### config.mk
export PLATFORM = sky130hd
export DESIGN_NAME = lru_cache_key_value_flat
export DESIGN_NICKNAME = d
export VERILOG_FILES = /design/src/lkv_pkg.sv /design/src/lkv_req_if.sv /design/src/lkv_rsp_if.sv /design/src/lru_cache_key_value.sv /design/src/lkv_ctrl.sv /design/src/lkv_datapath.sv /design/src/flat_wrapper.sv
export VERILOG_INCLUDE_DIRS = /design/src /design/src/src
export SDC_FILE = /design/constraint.sdc
export NUM_CORES = 2
export LEC_CHECK = 0
export ABC_AREA = 1
export BUFFER_PORTS_ARGS = -buffer_cell sky130_fd_sc_hd__buf_2
export CAP_MARGIN = 20
export CORE_UTILIZATION = 58
export CTS_CLUSTER_SIZE = 14
export DETAILED_ROUTE_END_ITERATION = 16
export PLACE_DENSITY = 0.8
export SETUP_SLACK_MARGIN = 0.2
export SYNTH_ARGS = -nofsm -noshare
export SYNTH_HDL_FRONTEND = slang
export SYNTH_HIERARCHICAL = 1
export SYNTH_SLANG_ARGS = --single-unit
export TNS_END_PERCENT = 1
### constraint.sdc
create_clock -name clk -period 4.53 [get_ports clk]
set_input_delay 1.1325 -clock clk [delete_from_list [all_inputs] [get_ports clk]]
set_output_delay 1.1325 -clock clk [all_outputs]
set_load 0.03 [all_outputs]
### src/lru_cache_key_value_macros.svh
// ----------------------------------------------------------------------------
// LRU key-value cache assertion macros
// Shared concurrent assertion forms for the cache RTL.
// ----------------------------------------------------------------------------
`ifndef LRU_CACHE_KEY_VALUE_MACROS_SVH
`define LRU_CACHE_KEY_VALUE_MACROS_SVH

// Same-cycle implication, disabled during reset.
`define LKV_ASSERT_IMPL(label, clk, rst, ante, cons) \
  label: assert property (@(posedge clk) disable iff (rst) (ante) |-> (cons)) \
    else $error("lkv assertion failed");

// Next-cycle implication, disabled during reset.
`define LKV_ASSERT_NEXT(label, clk, rst, ante, cons) \
  label: assert property (@(posedge clk) disable iff (rst) (ante) |=> (cons)) \
    else $error("lkv assertion failed");

`endif

### src/lkv_pkg.sv
// ----------------------------------------------------------------------------
// LRU key-value cache package
// Widths, controller states and controller/datapath signal groups.
// ----------------------------------------------------------------------------
package lkv_pkg;

  localparam int LKV_ENTRIES = 16;
  localparam int KEY_W       = 32;
  localparam int DATA_W      = 32;

  typedef enum logic [1:0] {
    ST_IDLE,
    ST_LOOKUP,
    ST_UPDATE,
    ST_RESP
  } lkv_state_t;

  typedef enum logic {
    REQ_GET = 1'b0,
    REQ_SET = 1'b1
  } lkv_req_type_t;

  typedef struct packed {
    logic capture;
    logic lookup;
    logic update;
    logic load;
  } lkv_cmd_t;

  typedef struct packed {
    logic out_free;
  } lkv_sts_t;

endpackage

### src/lkv_req_if.sv
// ----------------------------------------------------------------------------
// LRU key-value cache request channel
// Valid/ready channel carrying one get or set request per item.
// ----------------------------------------------------------------------------
interface lkv_req_if import lkv_pkg::*; ();
  logic              valid;
  logic              ready;
  logic              req_type;
  logic [KEY_W-1:0]  lookup_key;
  logic [DATA_W-1:0] write_data;

  modport source (output valid, output req_type, output lookup_key, output write_data,
                  input ready);
  modport sink   (input valid, input req_type, input lookup_key, input write_data,
                  output ready);
endinterface

### src/lkv_rsp_if.sv
// ----------------------------------------------------------------------------
// LRU key-value cache response channel
// Valid/ready channel carrying one result per request.
// ----------------------------------------------------------------------------
interface lkv_rsp_if import lkv_pkg::*; ();
  logic              valid;
  logic              ready;
  logic              hit;
  logic [DATA_W-1:0] read_data;

  modport source (output valid, output hit, output read_data, input ready);
  modport sink   (input valid, input hit, input read_data, output ready);
endinterface

### src/lru_cache_key_value.sv
// ----------------------------------------------------------------------------
// LRU key-value cache
// Fully associative key/data store with least-recently-used replacement.
// ----------------------------------------------------------------------------
// Each request passes from acceptance to a loaded result through capture, a
// parallel key compare over all entries, the rank and store update (with the
// registered read of the data memory), and the load of the output register.
// The controller accepts one request at a time, so a new request is taken only
// after the previous result is loaded, and the load waits while the output
// register stays stalled. A get hit returns the stored data; a get miss or any
// set returns zero data, with hit telling whether the key was present. The store is empty after reset.
// ----------------------------------------------------------------------------
module lru_cache_key_value import lkv_pkg::*; #(
  parameter int ENTRIES = LKV_ENTRIES
) (
  input  logic      clk,
  input  logic      rst,
  lkv_req_if.sink   req,
  lkv_rsp_if.source rsp
);

  lkv_cmd_t cmd;
  lkv_sts_t sts;

  lkv_ctrl u_ctrl (
    .clk       (clk),
    .rst       (rst),
    .req_valid (req.valid),
    .req_ready (req.ready),
    .sts       (sts),
    .cmd       (cmd)
  );

  lkv_datapath #(
    .ENTRIES (ENTRIES)
  ) u_datapath (
    .clk           (clk),
    .rst           (rst),
    .cmd           (cmd),
    .sts           (sts),
    .req_type      (req.req_type),
    .lookup_key    (req.lookup_key),
    .write_data    (req.write_data),
    .rsp_valid     (rsp.valid),
    .rsp_ready     (rsp.ready),
    .rsp_hit       (rsp.hit),
    .rsp_read_data (rsp.read_data)
  );

endmodule

### src/lkv_ctrl.sv
// ----------------------------------------------------------------------------
// LRU key-value cache controller
// Sequences capture, lookup, update and result load for one request.
// ----------------------------------------------------------------------------
module lkv_ctrl import lkv_pkg::*; (
  input  logic     clk,
  input  logic     rst,
  input  logic     req_valid,
  output logic     req_ready,
  input  lkv_sts_t sts,
  output lkv_cmd_t cmd
);

  lkv_state_t state;
  lkv_state_t state_next;

  always_ff @(posedge clk) begin
    if (rst) begin
      state <= ST_IDLE;
    end else begin
      state <= state_next;
    end
  end

  always_comb begin
    state_next = state;
    cmd        = '0;
    req_ready  = 1'b0;
    case (state)
      ST_IDLE: begin
        req_ready = 1'b1;
        if (req_valid) begin
          cmd.capture = 1'b1;
          state_next  = ST_LOOKUP;
        end
      end
      ST_LOOKUP: begin
        cmd.lookup = 1'b1;
        state_next = ST_UPDATE;
      end
      ST_UPDATE: begin
        cmd.update = 1'b1;
        state_next = ST_RESP;
      end
      ST_RESP: begin
        // hold until the output register can take the item
        if (sts.out_free) begin
          cmd.load   = 1'b1;
          state_next = ST_IDLE;
        end
      end
      default: begin
        state_next = ST_IDLE;
      end
    endcase
  end

endmodule

### src/lkv_datapath.sv
// ----------------------------------------------------------------------------
// LRU key-value cache datapath
// Key/valid/rank registers, data memory, match search, rank update, output.
// ----------------------------------------------------------------------------
module lkv_datapath import lkv_pkg::*; #(
  parameter int ENTRIES = LKV_ENTRIES
) (
  input  logic              clk,
  input  logic              rst,
  input  lkv_cmd_t          cmd,
  output lkv_sts_t          sts,
  input  logic              req_type,
  input  logic [KEY_W-1:0]  lookup_key,
  input  logic [DATA_W-1:0] write_data,
  output logic              rsp_valid,
  input  logic              rsp_ready,
  output logic              rsp_hit,
  output logic [DATA_W-1:0] rsp_read_data
);

  `include "lru_cache_key_value_macros.svh"

  localparam int IDX_W = $clog2(ENTRIES);
  localparam logic [IDX_W-1:0] OLDEST_RANK = IDX_W'(ENTRIES - 1);

  // captured request
  logic              type_q;
  logic [KEY_W-1:0]  key_q;
  logic [DATA_W-1:0] wdata_q;

  // entry state
  logic [ENTRIES-1:0] valid;
  logic [IDX_W-1:0]   rank [ENTRIES];
  logic [KEY_W-1:0]   keys [ENTRIES];
  logic [DATA_W-1:0]  data_mem [ENTRIES];
  logic [DATA_W-1:0]  rd_data;

  // lookup results
  logic [ENTRIES-1:0] match_vec;
  logic [ENTRIES-1:0] old_vec;
  logic [IDX_W-1:0]   match_idx;
  logic [IDX_W-1:0]   free_idx;
  logic [IDX_W-1:0]   old_idx;
  logic               any_match;
  logic               any_free;
  logic [IDX_W-1:0]   tgt_next;

  logic               hit_q;
  logic [IDX_W-1:0]   tgt_q;

  logic               do_update;
  logic [IDX_W-1:0]   limit;

  always_comb begin
    match_idx = '0;
    free_idx  = '0;
    old_idx   = '0;
    for (int i = 0; i < ENTRIES; i++) begin
      match_vec[i] = valid[i] && (keys[i] == key_q);
      old_vec[i]   = valid[i] && (rank[i] == OLDEST_RANK);
    end
    // lowest index wins for match and free slot
    for (int i = ENTRIES - 1; i >= 0; i--) begin
      if (match_vec[i]) begin
        match_idx = IDX_W'(i);
      end
      if (!valid[i]) begin
        free_idx = IDX_W'(i);
      end
    end
    // highest index wins for the oldest entry; none found leaves zero
    for (int i = 0; i < ENTRIES; i++) begin
      if (old_vec[i]) begin
        old_idx = IDX_W'(i);
      end
    end
    any_match = |match_vec;
    any_free  = ~&valid;
    if (any_match) begin
      tgt_next = match_idx;
    end else if (any_free) begin
      tgt_next = free_idx;
    end else begin
      tgt_next = old_idx;
    end
  end

  always_ff @(posedge clk) begin
    if (cmd.capture) begin
      type_q  <= req_type;
      key_q   <= lookup_key;
      wdata_q <= write_data;
    end
    if (cmd.lookup) begin
      hit_q <= any_match;
      tgt_q <= tgt_next;
    end
  end

  assign do_update = cmd.update && (hit_q || (type_q == REQ_SET));
  // a hit ages only entries more recent than it; a miss ages every valid entry
  assign limit     = rank[tgt_q];

  always_ff @(posedge clk) begin
    if (rst) begin
      valid <= '0;
      for (int i = 0; i < ENTRIES; i++) begin
        rank[i] <= '0;
      end
    end else if (do_update) begin
      for (int i = 0; i < ENTRIES; i++) begin
        if (IDX_W'(i) == tgt_q) begin
          rank[i]  <= '0;
          valid[i] <= 1'b1;
        end else if (valid[i] && (!hit_q || (rank[i] < limit))) begin
          rank[i] <= rank[i] + 1'b1;
        end
      end
    end
  end

  always_ff @(posedge clk) begin
    if (do_update && !hit_q) begin
      keys[tgt_q] <= key_q;
    end
  end

  always_ff @(posedge clk) begin
    if (do_update && (type_q == REQ_SET)) begin
      data_mem[tgt_q] <= wdata_q;
    end
    if (cmd.update && hit_q && (type_q == REQ_GET)) begin
      rd_data <= data_mem[tgt_q];
    end
  end

  // output register
  always_ff @(posedge clk) begin
    if (rst) begin
      rsp_valid <= 1'b0;
    end else if (cmd.load) begin
      rsp_valid <= 1'b1;
    end else if (rsp_ready) begin
      rsp_valid <= 1'b0;
    end
  end

  always_ff @(posedge clk) begin
    if (cmd.load) begin
      rsp_hit       <= hit_q;
      rsp_read_data <= (hit_q && (type_q == REQ_GET)) ? rd_data : '0;
    end
  end

  assign sts.out_free = !rsp_valid || rsp_ready;

  `LKV_ASSERT_NEXT(a_tgt_most_recent, clk, rst, do_update, valid[tgt_q] && (rank[tgt_q] == '0))
  `LKV_ASSERT_IMPL(a_miss_zero_data, clk, rst, rsp_valid && !rsp_hit, rsp_read_data == '0)
  `LKV_ASSERT_IMPL(a_full_one_oldest, clk, rst, cmd.lookup && (&valid), $countones(old_vec) == 1)

endmodule
### src/flat_wrapper.sv
// flat-port wrapper written by rule: the top's interface ports become plain ports
module lru_cache_key_value_flat import lkv_pkg::*;
#(
  parameter int ENTRIES = LKV_ENTRIES
)
  (clk, rst, req_valid, req_req_type, req_lookup_key, req_write_data, req_ready, rsp_valid, rsp_hit, rsp_read_data, rsp_ready);
  lkv_req_if req_i ();
  lkv_rsp_if rsp_i ();
  input  logic clk;
  input  logic rst;
  input wire logic [$bits(req_i.valid)-1:0] req_valid;
  input wire logic [$bits(req_i.req_type)-1:0] req_req_type;
  input wire logic [$bits(req_i.lookup_key)-1:0] req_lookup_key;
  input wire logic [$bits(req_i.write_data)-1:0] req_write_data;
  output wire logic [$bits(req_i.ready)-1:0] req_ready;
  output wire logic [$bits(rsp_i.valid)-1:0] rsp_valid;
  output wire logic [$bits(rsp_i.hit)-1:0] rsp_hit;
  output wire logic [$bits(rsp_i.read_data)-1:0] rsp_read_data;
  input wire logic [$bits(rsp_i.ready)-1:0] rsp_ready;
  assign req_i.valid = req_valid;
  assign req_i.req_type = req_req_type;
  assign req_i.lookup_key = req_lookup_key;
  assign req_i.write_data = req_write_data;
  assign req_ready = req_i.ready;
  assign rsp_valid = rsp_i.valid;
  assign rsp_hit = rsp_i.hit;
  assign rsp_read_data = rsp_i.read_data;
  assign rsp_i.ready = rsp_ready;
  lru_cache_key_value #(.ENTRIES(ENTRIES)) u_core (.clk(clk), .rst(rst), .req(req_i), .rsp(rsp_i));
endmodule
==> flow_metrics.env <==
export IMPL_run_status="finished clean"
export IMPL_die_width_um=300
export IMPL_cellLeakagePower_nw=19.7
export IMPL_synth_area_mm2=0.0516
export IMPL_first_global_vias=32600
export IMPL_syn_area_per_cell_um2=13.6
export IMPL_worst_slew_pin_slew_ns=1.02
export IMPL_crit_path_cell_trace="a21oi_1 > o21ai_0 > o21ai_0 > o211ai_1 > nand2_1 > inv_1 > ha_1 > a21boi_0 > o211ai_1 > a21oi_1 > nor3_1 > nand3_1 > nand3_1"
export IMPL_netlist_cell_type_count=57
export IMPL_dieArea_mm2=0.0901
export IMPL_grt_first_pass_wirelength_mm=204
export IMPL_detail_route_first_pass_iterations=9
export IMPL_floorplan_initialDensity_pct=58.5
export IMPL_cts_inserted_buffers=115
export IMPL_cts_buffer_depth=3
export IMPL_hold_path_class="reg2reg"
export IMPL_worstPathArrival_ns=4.17
export IMPL_min_from="u_core/u_datapath/rd_data[14]$_DFFE_PP_"
export IMPL_critical_path_slowest_cell="dfxtp_2"
export IMPL_critical_path_required_ns=4.93
export IMPL_grt_antenna_before_repair=4
export IMPL_critPathLaunchType="register"
export IMPL_critPathMaxStageDelay_ns=0.94
export IMPL_finalWorstPathRequiredPeriod_ns=3.77
export IMPL_worstPathMaxFanout=53
export IMPL_pin_count_of_the_biggest_net_entering_global_routing=129
export IMPL_ys_seq_area_share_pct=72.1
export IMPL_count_of_final_hold_check_violations=0
export IMPL_endpoint_kind="register"
export IMPL_min_period_over_period_pct=83.3
export IMPL_drv_cap=0
export IMPL_finalWeightedCongestion=0.925
export IMPL_drc=0
export IMPL_cts_post_setup_buffers_inserted=0
export IMPL_routed_wire_length_per_instance_um=26.8
export IMPL_detail_route_wirelength_mm=140
export IMPL_hold_worst_slack_ns=0.558
export IMPL_slew_limit_headroom_pct=32.1
export IMPL_core_rowCount=109
export IMPL_layout_drive_gt1_share_pct=11.7
export IMPL_synth_ff_latch_count=1246
export IMPL_drv_slew=0
export IMPL_setup_viol=0
export IMPL_synthesized_net_count=3941
export IMPL_cts_htree_levels=3
export IMPL_areaGrowthSynthToFinish_pct=11.0
export IMPL_cts_hold_buffers_added=0
export IMPL_iteration_0_drc_count_of_the_detailed_router=5559
export IMPL_synth_async_reset_ratio_pct=0
export IMPL_maxClockFrequency_mhz=265
export IMPL_dpl_hpwl_mm=80.1
export IMPL_synthesis_yosys_warnings=6
export IMPL_rsz0062_at_grt="no"
export IMPL_core_region_area_mm2=0.0882
export IMPL_global_route_overflow_total=0
export IMPL_vias_per_cell=6.53
export IMPL_syn_instance_count=3804
export IMPL_num_nets_final=4088
export IMPL_route_vias_total=34000
export IMPL_finalSetupTns_ns=0
export IMPL_synth_edf_count=1223
export IMPL_clock_pin_slew_reported_for_the_worst_setup_and_hold_paths_after_clock_tree_synthesis_ns=0.07
export IMPL_die_height_um=300
export IMPL_antenna_violating_nets_post_route=0
export IMPL_boundaryPins=104
export IMPL_cellPowerDensity_mw_per_mm2=526
export IMPL_clock_sink_count=1246
export IMPL_cts_repair_resized=0
export IMPL_clock_tree_from_tritoncts="built"
export IMPL_clock_skew_ns=0.0360
export IMPL_worstSetupPathType="reg2reg"
export IMPL_vdd_ir_drop_max_uv=489
export IMPL_placement_io_buffers=103
export IMPL_clk_root_buffer_cell="clkbuf_16"
export IMPL_insertion_delay_ns=0.72
export IMPL_grt_overall_usage_pct=30.7
export IMPL_synth_ff_type="edfxtp_1"
## cells by family (layout without fill, tap and decap cells)
group	Yosys count	after routing	share of synthesized area [%]
compound gates	834	834	10.4
simple gates	1054	1054	8.93
xor+xnor	172	172	2.92
other cells	0	1	0
mux	11	11	0.213
fa+ha+maj	68	68	1.65
flops	1246	1246	72.1
buf+inv	419	659	3.77
## layer usage
metal  GRT usage [%]  up-vias  wire length (µm)
met5               0        -                33
met4            14.0        4              6300
met3            6.58      462             20000
met2            46.8     2807             63500
met1            42.7    16300             49800
li1                -    14500                 -
## power breakdown
group	internal, mW	switching [mW]	total (mW)
Clock	5.30	4.23	9.54
Combinational	1.78	4.45	6.22
Sequential	13.7	0.602	14.4
## cell type report
class / instances / area (µm²)
flip-flops and latches: 1246 / 37200
fillers: 5833 / 31000
multi-input cells: 2139 / 12700
clock buffers: 133 / 2950
well taps: 1165 / 1460
repair buffers: 198 / 1300
inverters: 251 / 961
clock inverters: 77 / 763
diodes: 1 / 2.50
## cells in the final DEF, fill, tap and decap left out, types with 89 or more instances in the layout
cell type,netlist,final
buf_4,25,89
buf_2,25,103
inv_1,220,216
edfxtp_1,1223,1223
nor2_1,286,251
nand2_1,479,477
o21ai_0,131,131
a21oi_1,210,209
nand3_1,107,107
clkbuf_16,0,115
a22oi_1,261,261
xnor2_1,119,119
## flip-flops by register name, summed over array words and instances (netlist names), named ones only
register / count
u_core/u_ctrl/state: 2
u_core/u_datapath/rank: 64
u_core/u_datapath/rsp_hit: 1
u_core/u_datapath/valid: 16
u_core/u_datapath/rsp_read_data: 32
u_core/u_datapath/wdata_q: 32
u_core/u_datapath/hit_q: 1
u_core/u_datapath/rd_data: 32
u_core/u_datapath/key_q: 32
u_core/u_datapath/type_q: 1
u_core/u_datapath/tgt_q: 4
u_core/u_datapath/rsp_valid: 1
u_core/u_datapath/data_mem: 512
u_core/u_datapath/keys: 512
## stage by stage
stage | worst slack (ns) | cells | total power [mW] | utilization [%] | cell area (µm²)
3_3_place_gp | 0.950 | 4999 | 20.4 | 60.7 | 53600
5_1_grt | 0.440 | 5210 | 31.0 | 64.9 | 57300
6_report | 0.758 | 5210 | 30.1 | 64.9 | 57300
2_1_floorplan | 1.23 | 3804 | 18.3 | - | 51600
4_1_cts | 0.848 | 5209 | 29.9 | 64.9 | 57300
3_5_place_dp | 0.861 | 4999 | 20.5 | 60.7 | 53600
## cell usage after synthesis, types with 28 or more instances
cell type	count	area (µm²)
o21ai_0	131	656
or4_1	34	255
nand3_1	107	536
o22ai_1	71	444
clkbuf_1	81	304
nor4_1	28	175
xor2_1	53	464
o211ai_1	31	233
buf_6	30	338
ha_1	68	851
xnor2_1	119	1040
edfxtp_1	1223	36700
nand2_1	479	1800
nor3_1	33	165
nor2_1	286	1070
a22oi_1	261	1960
a21oi_1	210	1050
nand4_1	32	200
inv_1	220	826
## worst paths after layout
kind | endpoint | slack (ns) | cells after the start
setup reg to reg | u_core/u_datapath/rank[15][1]$_SDFFCE_PP0P_ | 0.76 | 13
hold reg to reg | u_core/u_datapath/rsp_read_data[14]$_SDFFCE_PN0P_ | 0.56 | 2
hold / removal | u_core/u_datapath/rsp_read_data[14]$_SDFFCE_PN0P_ | 0.56 | 2
setup / recovery | u_core/u_datapath/rank[15][1]$_SDFFCE_PP0P_ | 0.76 | 13
## worst max-delay path, delay by kind of cell, from the launching register on
family,cells,cell delay [ns]
AOI/OAI and AO/OA,7,0.94
adders and majority gates,1,0.36
buffers and inverters,1,0.52
DFF,1,0.94
and+or+nand+nor,4,0.68
Power figures use the tool's default switching activity.
